==> config.mk <==
export PLATFORM = sky130hd
export DESIGN_NAME = lattice_line_path_stepper
export DESIGN_NICKNAME = d
export VERILOG_FILES = /design/src/design/lps_pkg.sv /design/src/design/lattice_line_path_stepper.sv /design/src/design/lps_ctrl.sv /design/src/design/lps_datapath.sv
export SDC_FILE = /design/constraint.sdc
export NUM_CORES = 1
export LEC_CHECK = 0
export ABC_AREA = 1
export BUFFER_PORTS_ARGS = -buffer_cell sky130_fd_sc_hd__buf_2
export CELL_PAD_IN_SITES_DETAIL_PLACEMENT = 0
export CELL_PAD_IN_SITES_GLOBAL_PLACEMENT = 1
export CORE_MARGIN = 2
export CORE_UTILIZATION = 45
export CTS_BUF_LIST = sky130_fd_sc_hd__clkbuf_2
export DETAILED_ROUTE_END_ITERATION = 8
export GPL_TIMING_DRIVEN = 0
export PLACE_DENSITY_LB_ADDON = 0.3
export SYNTH_ARGS = -nofsm -noshare
export SYNTH_HDL_FRONTEND = slang
export SYNTH_SLANG_ARGS = --single-unit
==> constraint.sdc <==
create_clock -name clk_i -period 12 [get_ports clk_i]
set_clock_uncertainty 0.15 [all_clocks]
set_input_delay 1.2 -clock clk_i [delete_from_list [all_inputs] [get_ports clk_i]]
set_output_delay 1.2 -clock clk_i [all_outputs]
set_load 0.005 [all_outputs]
==> src/design/lps_pkg.sv <==
// ----------------------------------------------------------------------------
// lps_pkg
// Shared constants and controller/datapath interface types for the lattice
// line path stepper.
// ----------------------------------------------------------------------------
package lps_pkg;

  localparam int DefMaxOffset = 16;
  localparam int ResultLimit  = 48;
  localparam int OffW         = 6;
  localparam int AxisW        = 2;
  localparam int IdxW         = $clog2(ResultLimit);
  localparam int CntW         = $clog2(ResultLimit + 1);

  localparam logic [AxisW-1:0] AXIS_X = 2'd0;
  localparam logic [AxisW-1:0] AXIS_Y = 2'd1;
  localparam logic [AxisW-1:0] AXIS_Z = 2'd2;

  typedef struct packed {
    logic load;
    logic init;
    logic step;
  } lps_cmd_t;

  typedef struct packed {
    logic empty;
    logic last;
  } lps_status_t;

endpackage

==> src/design/lattice_line_path_stepper.sv <==
// ----------------------------------------------------------------------------
// lattice_line_path_stepper
// Emits the unit-step lattice path that stays closest to the line from the
// origin toward |offset|, one axis step per output transfer.
// ----------------------------------------------------------------------------
// An offset of N = |x|+|y|+|z| steps (magnitudes saturated to MAX_OFFSET,
// at most 48 steps emitted) passes through the block in order: the load
// latches the magnitudes, the init state forms the products and seeds the
// three score accumulators, then the accumulator update issues one step
// per cycle while the output side does not stall. The input is stalled
// from accept until the last step has been issued; an all-zero offset
// produces no transfer and frees the input after init. The last step
// carries last_step, and end_mismatch if the walk did not reach the target.
module lattice_line_path_stepper
  import lps_pkg::*;
#(
  parameter int MAX_OFFSET = DefMaxOffset
) (
  input  logic                   clk_i,
  input  logic                   rst_ni,
  input  logic                   in_valid_i,
  output logic                   in_stall_o,
  input  logic signed [OffW-1:0] offset_x_i,
  input  logic signed [OffW-1:0] offset_y_i,
  input  logic signed [OffW-1:0] offset_z_i,
  output logic                   out_valid_o,
  input  logic                   out_stall_i,
  output logic [AxisW-1:0]       axis_o,
  output logic [IdxW-1:0]        step_index_o,
  output logic                   last_step_o,
  output logic                   end_mismatch_o
);

  lps_cmd_t    cmd;
  lps_status_t status;

  lps_ctrl u_ctrl (
    .clk_i       (clk_i),
    .rst_ni      (rst_ni),
    .in_valid_i  (in_valid_i),
    .in_stall_o  (in_stall_o),
    .out_valid_o (out_valid_o),
    .out_stall_i (out_stall_i),
    .cmd_o       (cmd),
    .status_i    (status)
  );

  lps_datapath #(
    .MaxOffset (MAX_OFFSET)
  ) u_datapath (
    .clk_i          (clk_i),
    .rst_ni         (rst_ni),
    .cmd_i          (cmd),
    .status_o       (status),
    .offset_x_i     (offset_x_i),
    .offset_y_i     (offset_y_i),
    .offset_z_i     (offset_z_i),
    .axis_o         (axis_o),
    .step_index_o   (step_index_o),
    .last_step_o    (last_step_o),
    .end_mismatch_o (end_mismatch_o)
  );

endmodule

==> src/design/lps_ctrl.sv <==
// ----------------------------------------------------------------------------
// lps_ctrl
// Sequencer: takes one offset, runs the setup cycles, then issues one step
// command per free output slot until the path ends. Owns the output valid.
// ----------------------------------------------------------------------------
module lps_ctrl
  import lps_pkg::*;
(
  input  logic        clk_i,
  input  logic        rst_ni,
  input  logic        in_valid_i,
  output logic        in_stall_o,
  output logic        out_valid_o,
  input  logic        out_stall_i,
  output lps_cmd_t    cmd_o,
  input  lps_status_t status_i
);

  localparam logic [1:0] ST_IDLE = 2'd0;
  localparam logic [1:0] ST_INIT = 2'd1;
  localparam logic [1:0] ST_STEP = 2'd2;

  logic [1:0] state_q, state_d;
  logic       out_valid_q, out_valid_d;
  logic       slot_free;

  assign slot_free = !out_valid_q || !out_stall_i;

  always_comb begin
    state_d = state_q;
    cmd_o   = '0;
    case (state_q)
      ST_IDLE: begin
        if (in_valid_i) begin
          cmd_o.load = 1'b1;
          state_d    = ST_INIT;
        end
      end
      ST_INIT: begin
        cmd_o.init = 1'b1;
        state_d    = status_i.empty ? ST_IDLE : ST_STEP;
      end
      ST_STEP: begin
        if (slot_free) begin
          cmd_o.step = 1'b1;
          if (status_i.last) state_d = ST_IDLE;
        end
      end
      default: state_d = ST_IDLE;
    endcase
  end

  assign out_valid_d = cmd_o.step | (out_valid_q & out_stall_i);
  assign in_stall_o  = (state_q != ST_IDLE);
  assign out_valid_o = out_valid_q;

  always_ff @(posedge clk_i or negedge rst_ni) begin
    if (!rst_ni) begin
      state_q     <= ST_IDLE;
      out_valid_q <= 1'b0;
    end else begin
      state_q     <= state_d;
      out_valid_q <= out_valid_d;
    end
  end

  a_cmd_onehot: assert property (@(posedge clk_i) disable iff (!rst_ni)
    $onehot0({cmd_o.load, cmd_o.init, cmd_o.step}))
    else $error("more than one datapath command");

  a_last_to_idle: assert property (@(posedge clk_i) disable iff (!rst_ni)
    cmd_o.step && status_i.last |=> state_q == ST_IDLE)
    else $error("sequencer did not return to idle after last step");

  a_step_progress: assert property (@(posedge clk_i) disable iff (!rst_ni)
    state_q == ST_STEP && !out_valid_q |-> cmd_o.step)
    else $error("free output slot not used while stepping");

endmodule

==> src/design/lps_datapath.sv <==
// ----------------------------------------------------------------------------
// lps_datapath
// Target magnitudes, per-axis score accumulators and the output register.
// Scores are kept as differences from the common term, so each step is
// only adds and a three-way compare.
// ----------------------------------------------------------------------------
module lps_datapath
  import lps_pkg::*;
#(
  parameter int MaxOffset = DefMaxOffset
) (
  input  logic                   clk_i,
  input  logic                   rst_ni,
  input  lps_cmd_t               cmd_i,
  output lps_status_t            status_o,
  input  logic signed [OffW-1:0] offset_x_i,
  input  logic signed [OffW-1:0] offset_y_i,
  input  logic signed [OffW-1:0] offset_z_i,
  output logic [AxisW-1:0]       axis_o,
  output logic [IdxW-1:0]        step_index_o,
  output logic                   last_step_o,
  output logic                   end_mismatch_o
);

  localparam int MagW = $clog2(MaxOffset + 1);
  localparam int SqW  = 2 * MagW;
  localparam int CcW  = SqW + 2;
  localparam int ScW  = SqW + 10;
  localparam int TotW = MagW + 2;

  function automatic logic [MagW-1:0] sat_mag(input logic signed [OffW-1:0] raw);
    logic signed [OffW:0] ext;
    logic [OffW:0]        mag;
    ext = {raw[OffW-1], raw};
    mag = ext[OffW] ? -ext : ext;
    if (32'(mag) > MaxOffset) sat_mag = MagW'(MaxOffset);
    else                      sat_mag = MagW'(mag);
  endfunction

  logic [MagW-1:0]        mag_d [3];
  logic [TotW-1:0]        total_d;
  logic [MagW-1:0]        tgt_q [3];
  logic                   trunc_q;
  logic [CntW-1:0]        emit_q;

  logic [SqW-1:0]         prod_d [3][3];
  logic [SqW-1:0]         prod_q [3][3];
  logic [CcW-1:0]         cc_d, cc_q;
  logic signed [ScW-1:0]  d_q [3];
  logic signed [ScW-1:0]  d_init [3];
  logic signed [ScW-1:0]  d_next [3];
  logic [CntW-1:0]        pos_q [3];
  logic [CntW-1:0]        pos_next [3];
  logic [IdxW-1:0]        idx_q;

  logic [AxisW-1:0]       sel;
  logic [SqW-1:0]         row [3];
  logic                   mismatch;

  logic [AxisW-1:0]       axis_q;
  logic [IdxW-1:0]        sidx_q;
  logic                   last_q;
  logic                   mis_q;

  always_comb begin
    mag_d[0] = sat_mag(offset_x_i);
    mag_d[1] = sat_mag(offset_y_i);
    mag_d[2] = sat_mag(offset_z_i);
    total_d  = TotW'(mag_d[0]) + TotW'(mag_d[1]) + TotW'(mag_d[2]);
  end

  always_comb begin
    for (int j = 0; j < 3; j++) begin
      for (int k = 0; k < 3; k++) begin
        prod_d[j][k] = SqW'(tgt_q[j]) * SqW'(tgt_q[k]);
      end
    end
    cc_d = CcW'(prod_d[0][0]) + CcW'(prod_d[1][1]) + CcW'(prod_d[2][2]);
    for (int k = 0; k < 3; k++) begin
      d_init[k] = signed'(ScW'(cc_d)) - signed'(ScW'(prod_d[k][k]));
    end
  end

  // Tie order: x, then y.
  always_comb begin
    if (d_q[0] <= d_q[1] && d_q[0] <= d_q[2])     sel = AXIS_X;
    else if (d_q[1] < d_q[0] && d_q[1] <= d_q[2]) sel = AXIS_Y;
    else                                          sel = AXIS_Z;
  end

  always_comb begin
    case (sel)
      AXIS_X:  row = prod_q[0];
      AXIS_Y:  row = prod_q[1];
      default: row = prod_q[2];
    endcase
  end

  always_comb begin
    mismatch = trunc_q;
    for (int k = 0; k < 3; k++) begin
      d_next[k] = d_q[k] - signed'(ScW'({row[k], 1'b0}));
      if (sel == AxisW'(k)) begin
        d_next[k]   = d_next[k] + signed'(ScW'({cc_q, 1'b0}));
        pos_next[k] = pos_q[k] + CntW'(1);
      end else begin
        pos_next[k] = pos_q[k];
      end
      if (32'(pos_next[k]) != 32'(tgt_q[k])) mismatch = 1'b1;
    end
  end

  assign status_o.empty = (emit_q == '0);
  assign status_o.last  = ((CntW'(idx_q) + CntW'(1)) == emit_q);

  always_ff @(posedge clk_i) begin
    if (cmd_i.load) begin
      tgt_q   <= mag_d;
      trunc_q <= 32'(total_d) > ResultLimit;
      emit_q  <= (32'(total_d) > ResultLimit) ? CntW'(ResultLimit) : CntW'(total_d);
    end
    if (cmd_i.init) begin
      prod_q <= prod_d;
      cc_q   <= cc_d;
      d_q    <= d_init;
      for (int k = 0; k < 3; k++) pos_q[k] <= '0;
      idx_q  <= '0;
    end
    if (cmd_i.step) begin
      d_q    <= d_next;
      pos_q  <= pos_next;
      idx_q  <= idx_q + IdxW'(1);
      axis_q <= sel;
      sidx_q <= idx_q;
      last_q <= status_o.last;
      mis_q  <= status_o.last & mismatch;
    end
  end

  assign axis_o         = axis_q;
  assign step_index_o   = sidx_q;
  assign last_step_o    = last_q;
  assign end_mismatch_o = mis_q;

  a_pos_tracks_idx: assert property (@(posedge clk_i) disable iff (!rst_ni)
    cmd_i.step |-> 32'(pos_q[0]) + 32'(pos_q[1]) + 32'(pos_q[2]) == 32'(idx_q))
    else $error("position sum out of step with step index");

  a_idx_in_range: assert property (@(posedge clk_i) disable iff (!rst_ni)
    cmd_i.step |-> CntW'(idx_q) < emit_q)
    else $error("step issued beyond path length");

endmodule

# --- Word level (Yosys, flattened, before mapping) ---
# Cells that the tools add are included.
classes:
  muxes: 34
  eq_ne: 11
  bitwise_logic: 3
  mul: 6
  magnitude_cmp: 8
  addsub: 20
  reduce_logical: 11
op_table:
  columns: ["operator", "count"]
  rows:
  - ["$mux 60", 2]
  - ["$add 20x14->20", 3]
  - ["$le 20x20->1", 3]
  - ["$mul 5x5->10", 6]
  - ["$mux 20", 3]
  - ["$pmux 30 s2", 1]
  - ["$sub 20x12->20", 3]
  - ["$sub 12x10->13", 3]
  - ["$mux 18", 2]
  - ["$mux 6", 5]
  - ["$add 6x1->6 const B", 4]
  - ["$gt 7x5->1 const B", 3]
  - ["$mux 7", 3]
  - ["$neg 6->7", 3]
  - ["$lt 20x20->1", 1]
  - ["$ne 6x5->1", 3]
  - ["$mux 5", 3]
  - ["$add 12x10->12", 1]
  - ["$mux 2", 6]
  - ["$add 10x10->11", 1]
  - ["$mux 1", 8]
  - ["$add 7x5->7", 1]
  - ["$gt 7x6->1 const B", 1]
  - ["$add 5x5->6", 1]
  - ["other kinds (15)", 23]
word_totals:
  out_inout_bits: 12
  in_bits: 22
  word_cells: 118
  reg_bits: 191

# --- Depth between registers and ports, before layout ---
# Gate-level depths: netlist of run 1.
logic_depth:
  ltp_word: 11
  depth_mapped: 44

# --- Cells and area by module ---
# A second synthesis of run 1 with hierarchy kept.
unflattened:
  cells_unflattened: 2424
  area_unflattened_um2: 19288.5
by_module_without_submodules:
  columns: ["module", "seq_area_each_um2", "n_inst", "area_each_um2", "cells_per_inst"]
  rows:
  - ["lps_datapath", 5555.3, 1, 19145.9, 2404]
  - ["lps_ctrl", 75.1, 1, 142.6, 20]

# --- Least setup slack after synthesis of run 1 ---
# OpenSTA, ideal clock, no wires.
synth_path:
  path_type: "reg2reg"
  from: "reg u_ctrl.state_q[1]"
  to: "reg u_datapath.d_q[10] in the netlist's numbering, enable pin"
  synth_period_minus_slack_ns: 6.855
  arrival_ns: 6.073
  path_stages_with_launch: 2
  required_time_ns: 11.218
  setup_time_ns: 0.632
  setup_slack_ns: 5.145
  path_cell_list: "dfrtp_1 o21ai_0"
synth_via:
  elab_chain_cells: 3
  word_cells_on_any_way: 5
synth_rtl:
  columns: ["element", "line_no", "text"]
  rows:
  - ["from (decl)", "lps_ctrl.sv:23", "logic [1:0] state_q, state_d;"]
  - ["from (signal assigned)", "lps_ctrl.sv:62", "state_q <= state_d;"]
  - ["$eq 2x1->1 or $eq 2x2->1 (tied branches)", "lps_ctrl.sv:32", "case (state_q)"]
  - ["$mux 1", "lps_ctrl.sv:32", null]
  - ["$reduce_bool 2->1 (no line) (*)", null, null]
  - ["to (signal assigned)", "lps_datapath.sv:125", "d_q <= d_init;"]
  - ["to (signal assigned)", "lps_datapath.sv:130", "d_q <= d_next;"]
  - ["to (decl)", "lps_datapath.sv:49", "logic signed [ScW-1:0] d_q [3];"]
# Mark *: on every way between the ends. The rest lies on a longest branch, timed or not.
# A chain may end at the register's enable or synchronous reset.

==> flow_metrics.py, run 1 <==
metrics = {
    "worst_setup_path": {
        "r2r_slack_ns": 3.53,
        "start_kind": "flip-flop",
        "reg2reg_from": "u_datapath.tgt_q[5]",
        "path_max_fanout": 10,
        "worst_path_dominant_cell_family": "adder cells",
        "critical_path.max_stage_delay_ns": 0.67,
        "cp.depth": 33,
        "cp_num_buf_inv": 9,
        "startpoint": "u_datapath.tgt_q[5]",
        "cp_common_cell": "inv_1",
        "r2r_end": "u_datapath.d_q[32]",
        "slowest_stage": "edfxtp_1",
        "arrival_ns": 9.17,
        "cp-end-kind": "flip-flop",
        "r2r_cells": 33,
        "endpoint": "u_datapath.d_q[32]",
        "cp_data_required_time_ns": 12.70,
        "path_class": "flip-flop to flip-flop",
    },
    "timing": {
        "finalSetupViolCount": 0,
        "hold_viol_final": 0,
        "fmax_mhz": 118,
        "timing_worst_slew_pin_value_ns": 1.02,
        "period_needed_ns": 8.47,
        "fin_crit_sh": 0.706,
        "relSlewSlack": 0.323,
        "final_max_slew_viol_count": 0,
        "setup_tns_ns": 0,
        "rsz0062_at_grt": "no",
    },
    "layout": {
        "layout.nets": 2971,
        "drive_above_1_share": 0.0492,
        "final_util": 0.488,
        "syn_to_final_growth_pct": 6.56,
        "seqCellArea_um2": 5630,
        "multi_input_area_um2": 12200,
        "fill_cells": 4360,
    },
    "floorplan": {
        "die_area_um2": 45700,
        "fp-row-count": 76,
        "die_x_um": 214,
        "start_util": 0.458,
        "core_um2": 43300,
        "die_h_um": 214,
        "io-pin-count": 34,
    },
    "hold_path": {
        "worstHoldPathType": "primary input to flip-flop",
        "whs_path_depth": 3,
    },
    "global_routing": {
        "grt_first_pass_wirelength_um": 93400,
        "grt_max_degree": 35,
        "grt_pass1_vias": 16700,
        "grt.total_usage": 0.274,
        "gr-total-overflow": 0,
        "grt_antenna_before_repair": 1,
    },
    "synth": {
        "netlist.top_cell.by_area": "edfxtp_1",
        "ys_types": 58,
        "yosys_warnings": 0,
        "synth-main-ff-cell": "edfxtp_1",
        "synthCells": 2570,
        "synth-edff-count": 185,
        "synth_area_per_cell_um2": 7.71,
        "synth_top_area_share": 0.280,
        "synth.area.top_cells": "edfxtp_1 (28%), ha_1 (17%), nand2_1 (10%), inv_1 (8.7%), xor2_1 (5.3%)",
        "synth_async_sr_flop_share": 0.0160,
        "postSynthNetCount": 2912,
        "ys_ff_latch": 188,
        "synth_area_um2": 19800,
        "ys_seq_area_frac": 0.284,
    },
    "clock_network": {
        "cts_buffer_depth": 2,
        "cts_max_level": 4,
        "insertion_delay_ns": 0.97,
        "clkSinkCount": 188,
        "clk_pin_slew_worst_paths_ns": 0.36,
        "cts_buffers": 17,
        "hold_buffers": 1,
        "cts_resized": 0,
        "post-cts-setup-buffers": 0,
        "cts_tree": "done",
        "ctsRootBufferMaster": "clkbuf_2",
    },
    "routing": {
        "wirelength_um": 60900,
        "vias": 17300,
        "drtIter0Drc": 1361,
        "vias_per_cell": 5.36,
        "drtAntennaViolNets": 0,
        "firstDrtPassIters": 6,
        "wl_per_cell_um": 18.9,
        "drcViolationCount": 0,
    },
    "place": {
        "dpl.hpwl_um": 49700,
        "portBuffers": 33,
        "place.gp.congestion": 0.926,
    },
    "run_status": {
        "outcome": "completed",
    },
    "flow_run": {
        "maxCapViolCount": 0,
    },
}
==> cells in the mapped netlist, types with 9 or more instances <==
cell type,instances
nand2_1,536
nor3_1,18
fa_1,45
edfxtp_1,185
nand4_1,17
ha_1,275
xor2_1,120
o21ai_0,131
nand3b_1,10
clkbuf_1,40
o21ai_1,10
o21bai_1,16
o211ai_1,13
a22o_1,9
a31oi_1,16
buf_2,17
nor2_1,205
xnor2_1,42
inv_1,457
nand3_1,126
a21o_1,11
a21oi_1,184
==> per-layer routing <==
metal | GRT usage | vias up | wire length, µm
met5 | 0 | - | 0
met1 | 0.363 | 8236 | 27000
met2 | 0.473 | 461 | 29100
li1 | - | 8538 | -
met3 | 0.0224 | 79 | 3040
met4 | 0.0924 | 0 | 1760
==> registers in the layout (all words and copies together) (netlist names) <==
register and cells:
u_datapath.last_step_o 1, u_ctrl.state_q 2, u_datapath.pos_q 18, u_datapath.prod_q 57, u_datapath.emit_q 6, u_ctrl.out_valid_o 1
u_datapath.end_mismatch_o 1, u_datapath.tgt_q 15, u_datapath.idx_q 6, u_datapath.step_index_o 6, u_datapath.cc_q 12, u_datapath.trunc_q 1
u_datapath.d_q 60, u_datapath.axis_o 2
==> cells in the final DEF (no fill, tap or decap), types with 6 or more instances in the layout <==
master / count
nand3_1: 126
o21bai_1: 16
edfxtp_1: 185
inv_8: 7
o21ai_0: 130
nor2_1: 203
clkbuf_2: 18
a21o_1: 11
o21ai_1: 10
o211ai_1: 13
o22ai_1: 7
a22o_1: 9
xnor2_1: 42
nand3b_1: 10
nor2_2: 8
o31ai_1: 8
buf_2: 50
a21oi_1: 184
nor3_1: 18
xor2_1: 120
a31oi_1: 16
nand2_2: 6
inv_1: 457
nand4_1: 17
nand2_1: 536
fa_1: 45
ha_1: 275
clkbuf_1: 40
==> cell families after synthesis <==
group,after synthesis,synth area share
compound gates,428,0.121
xor+xnor,162,0.0716
fa+ha+maj,320,0.219
buf+inv,524,0.102
flops,188,0.284
simple gates,948,0.202
==> how the worst min path moves through the flow <==
stage	slack (ns)	from	endpoint
after global placement	0.32	u_datapath.idx_q[5]	u_datapath.step_index_o[5]
after detailed placement	0.33	u_datapath.idx_q[5]	u_datapath.step_index_o[5]
after floorplan	0.30	u_datapath.idx_q[5]	u_datapath.step_index_o[5]
after CTS	0.24	in_valid_i	u_ctrl.state_q[0]
after global routing	0.26	in_valid_i	u_ctrl.state_q[0]
final	0.31	in_valid_i	u_ctrl.state_q[0]
==> cell type report <==
cell class | instances | share of cell area
Antenna cell | 1 | 0.000119
Buffer | 62 | 0.0133
Clock buffer | 18 | 0.00427
Clock inverter | 14 | 0.00735
Inverter | 462 | 0.0823
Multi-Input combinational cell | 1858 | 0.577
Sequential cell | 188 | 0.267
Tap cell | 585 | 0.0347
Timing Repair Buffer | 40 | 0.0141
==> tightest hold or removal path: cells and delay by family <==
family / cells / cell delay [ns]
buf+inv: 2 / 0.17
simple gates: 1 / 0.05
==> through the flow <==
| stage | hold slack [ns] | cells | setup WS [ns] | area [µm²] |
|---|---|---|---|---|
| after floorplan | 0.298 | 2570 | 5.14 | 19800 |
| after global placement | 0.323 | 3188 | 0.900 | 20700 |
| after detailed placement | 0.326 | 3194 | 3.74 | 20900 |
| after CTS | 0.242 | 3227 | 3.68 | 21100 |
| after global routing | 0.261 | 3228 | 3.00 | 21100 |
| final | 0.311 | 3228 | 3.53 | 21100 |
Power of run 1 is left out: the tool's default activity adds up to more than one toggle a clock period on the data nets, which glitch-free logic cannot reach.
==> inputs of run 2 (changes only) <==
--- a/config.mk
+++ b/config.mk
@@ -5,7 +5,7 @@
 export SDC_FILE = /design/constraint.sdc
 export NUM_CORES = 1
 export LEC_CHECK = 0
-export ABC_AREA = 1
+export ABC_AREA = 0
 export BUFFER_PORTS_ARGS = -buffer_cell sky130_fd_sc_hd__buf_2
 export CELL_PAD_IN_SITES_DETAIL_PLACEMENT = 0
 export CELL_PAD_IN_SITES_GLOBAL_PLACEMENT = 1
==> constraint.sdc (replaced) <==
create_clock -name clk_i -period 7.58 [get_ports clk_i]
set_clock_uncertainty 0.15 [all_clocks]
set_input_delay 0.758 -clock clk_i [delete_from_list [all_inputs] [get_ports clk_i]]
set_output_delay 0.758 -clock clk_i [all_outputs]
set_load 0.005 [all_outputs]
==> flow_metrics.py, run 2 <==
metrics = {
    "worst_setup_path": {
        "cp_num_buf_inv": 4,
        "critical_path.max_stage_delay_ns": 0.52,
        "slowest_stage": "edfxtp_1",
        "cp_common_cell": "a21o_1",
        "cp_data_required_time_ns": 8.05,
        "path_max_fanout": 10,
        "worst_path_dominant_cell_family": "compound AO/OA/AOI/OAI gates",
        "path_class": "flip-flop to flip-flop",
        "start_kind": "flip-flop",
        "arrival_ns": 7.70,
        "cp-end-kind": "flip-flop",
    },
    "global_routing": {
        "grt_pass1_vias": 14900,
        "grt_max_degree": 47,
        "grt_first_pass_wirelength_um": 81700,
        "grt.total_usage": 0.247,
        "grt_antenna_before_repair": 1,
        "gr-total-overflow": 0,
    },
    "synth": {
        "synth_top_area_share": 0.295,
        "synth_top_family_by_area": "adder cells",
        "yosysMostFrequentCell": "ha_1",
        "synthCells": 2023,
        "yosys_warnings": 0,
        "synth-main-ff-cell": "edfxtp_1",
        "ys_types": 80,
        "synth_async_sr_flop_share": 0.0160,
        "postSynthNetCount": 2365,
        "synth_common_cells": "ha_1 (275), inv_1 (216), edfxtp_1 (185)",
        "netlist.top_cell.by_area": "edfxtp_1",
        "synth-edff-count": 185,
        "synth.mux.area_fraction": 0.0162,
        "synthSimpleGateAreaFrac": 0.134,
        "ys_seq_area_frac": 0.299,
        "synth_compound_area_frac": 0.166,
        "ys_ff_latch": 188,
        "synth_area_per_cell_um2": 9.31,
        "synth.area.top_cells": "edfxtp_1 (30%), ha_1 (18%), xnor2_1 (6.7%), a21oi_1 (4.9%), fa_1 (4.8%)",
        "synth_area_um2": 18800,
        "synthAdderAreaFrac": 0.231,
        "synth_xor_area_frac": 0.0968,
    },
    "routing": {
        "drtIter0Drc": 854,
        "vias_per_cell": 5.64,
        "drtAntennaViolNets": 0,
        "vias": 15000,
        "firstDrtPassIters": 8,
        "drcViolationCount": 1,
        "wirelength_um": 53300,
        "wl_per_cell_um": 20.1,
    },
    "clock_network": {
        "clkSinkCount": 188,
        "insertion_delay_ns": 0.89,
        "cts_buffers": 17,
        "cts_tree": "done",
        "cts_buffer_depth": 2,
        "cts_max_level": 4,
        "ctsRootBufferMaster": "clkbuf_2",
        "clk_pin_slew_worst_paths_ns": 0.31,
    },
    "layout": {
        "fill_cells": 3873,
        "seqCellArea_um2": 5630,
        "largest-register": "u_datapath.d_q",
        "drive_above_1_share": 0.0916,
        "layout.nets": 2447,
        "mostFrequentLayoutCells": "ha_1 (273), inv_1 (216), edfxtp_1 (185)",
        "largest_reg_flops": 60,
        "largestRegisters": "u_datapath.d_q x60, u_datapath.prod_q x57, u_datapath.pos_q x18",
        "final_cells": 2651,
        "final_cell_area_um2": 20500,
        "syn_to_final_growth_pct": 8.73,
        "multi_input_area_um2": 12300,
        "layout_commonest_cell": "ha_1",
        "final_util": 0.499,
    },
    "place": {
        "dpl.hpwl_um": 42900,
        "place_area_um2": 19700,
        "place.gp.congestion": 0.896,
        "portBuffers": 31,
        "dp_cells": 2590,
    },
    "timing": {
        "fin_crit_sh": 0.954,
        "finalSetupViolCount": 0,
        "period_needed_ns": 7.23,
        "hold_viol_final": 0,
        "relSlewSlack": 0.360,
        "final_max_slew_viol_count": 0,
        "fmax_mhz": 138,
        "timing_worst_slew_pin_value_ns": 0.961,
    },
    "floorplan": {
        "die_area_um2": 43500,
        "io-pin-count": 34,
        "start_util": 0.459,
        "die_x_um": 209,
        "core_um2": 41000,
        "die_h_um": 209,
        "fp-row-count": 74,
    },
    "flow_run": {
        "maxCapViolCount": 0,
    },
    "hold_path": {
        "worstHoldPathType": "primary input to flip-flop",
    },
    "run_status": {
        "outcome": "finished, violations left",
        "violations": "DRC",
    },
}
[run 2: cell types whose count changed after synthesis, moves of 32 or more]
cell / previous run / this run
o21ai_0: 131 / 74
and2_1: 4 / 63
xnor2_1: 42 / 144
xor2_1: 120 / 64
nor2_1: 205 / 116
nand2_1: 536 / 144
nand3_1: 126 / 37
inv_1: 457 / 216
o21bai_1: 16 / 48
[run 2: cell families (layout without fill, tap and decap cells)]
group	count (synthesis)	in the layout
compound gates	492	492
flops	188	188
fa+ha+maj	320	320
buf+inv	281	376
mux	28	28
simple gates	506	506
xor+xnor	208	208
other cells	0	1
[run 2: worst min-delay path, delay by kind of cell]
| kind | cells | cell delay [ns] |
|---|---|---|
| buffers and inverters | 2 | 0.18 |
| AND/OR/NAND/NOR | 1 | 0.07 |
[run 2: final cells by class]
cell class	instances	share of cell area
tap	532	0.0325
timing repair buffer	68	0.0252
multi-input combinational	1554	0.602
sequential	188	0.275
buffer	57	0.0143
clock inverter	13	0.00623
clock buffer	19	0.00465
antenna	1	0.000122
inverter	219	0.0402
[run 2: worst paths after layout]
| kind | startpoint | to | slack [ns] | cells after the start |
|---|---|---|---|---|
| hold reg to reg | u_datapath.idx_q[5] | u_datapath.step_index_o[5] | 0.39 | 0 |
| hold / removal | offset_y_i[0] | u_datapath.tgt_q[5] | 0.11 | 3 |
| min in group asynchronous | rst_ni | u_ctrl.out_valid_o | 0.57 | 3 |
| setup / recovery | u_datapath.d_q[59] | u_datapath.d_q[56] | 0.35 | 31 |
| setup reg to reg | u_datapath.d_q[59] | u_datapath.d_q[56] | 0.35 | 31 |
| max in group asynchronous | rst_ni | u_ctrl.state_q[0] | 6.58 | 3 |
[run 2: routing by layer]
layer / track usage / wire, µm / vias to the layer above
li1: - / - / 7340
met2: 0.417 / 25200 / 335
met5: 0 / 0 / -
met3: 0.0338 / 2710 / 59
met4: 0.0845 / 1610 / 0
met1: 0.325 / 23800 / 7225
[run 2: metrics by stage]
stage                     TNS [ns]  worst slack (ns)  hold slack (ns)
after global routing       -0.0376           -0.0157           0.0327
after floorplan                  0             0.742            0.298
after global placement      -67.84             -1.12            0.330
after CTS                        0            0.0191           0.0342
final                            0             0.351            0.111
after detailed placement    -24.32             -1.16            0.330
[run 2: repair_timing]
item                                    4_1_cts  5_1_grt
endpoints found under the hold margin         6        0
pin swaps                                     1        9
hold buffers                                  4        0
buffers inserted                              2       26
gates resized for setup                      31       56
endpoints found under the setup margin       34       27
Power of run 2 is left out for the same reason.
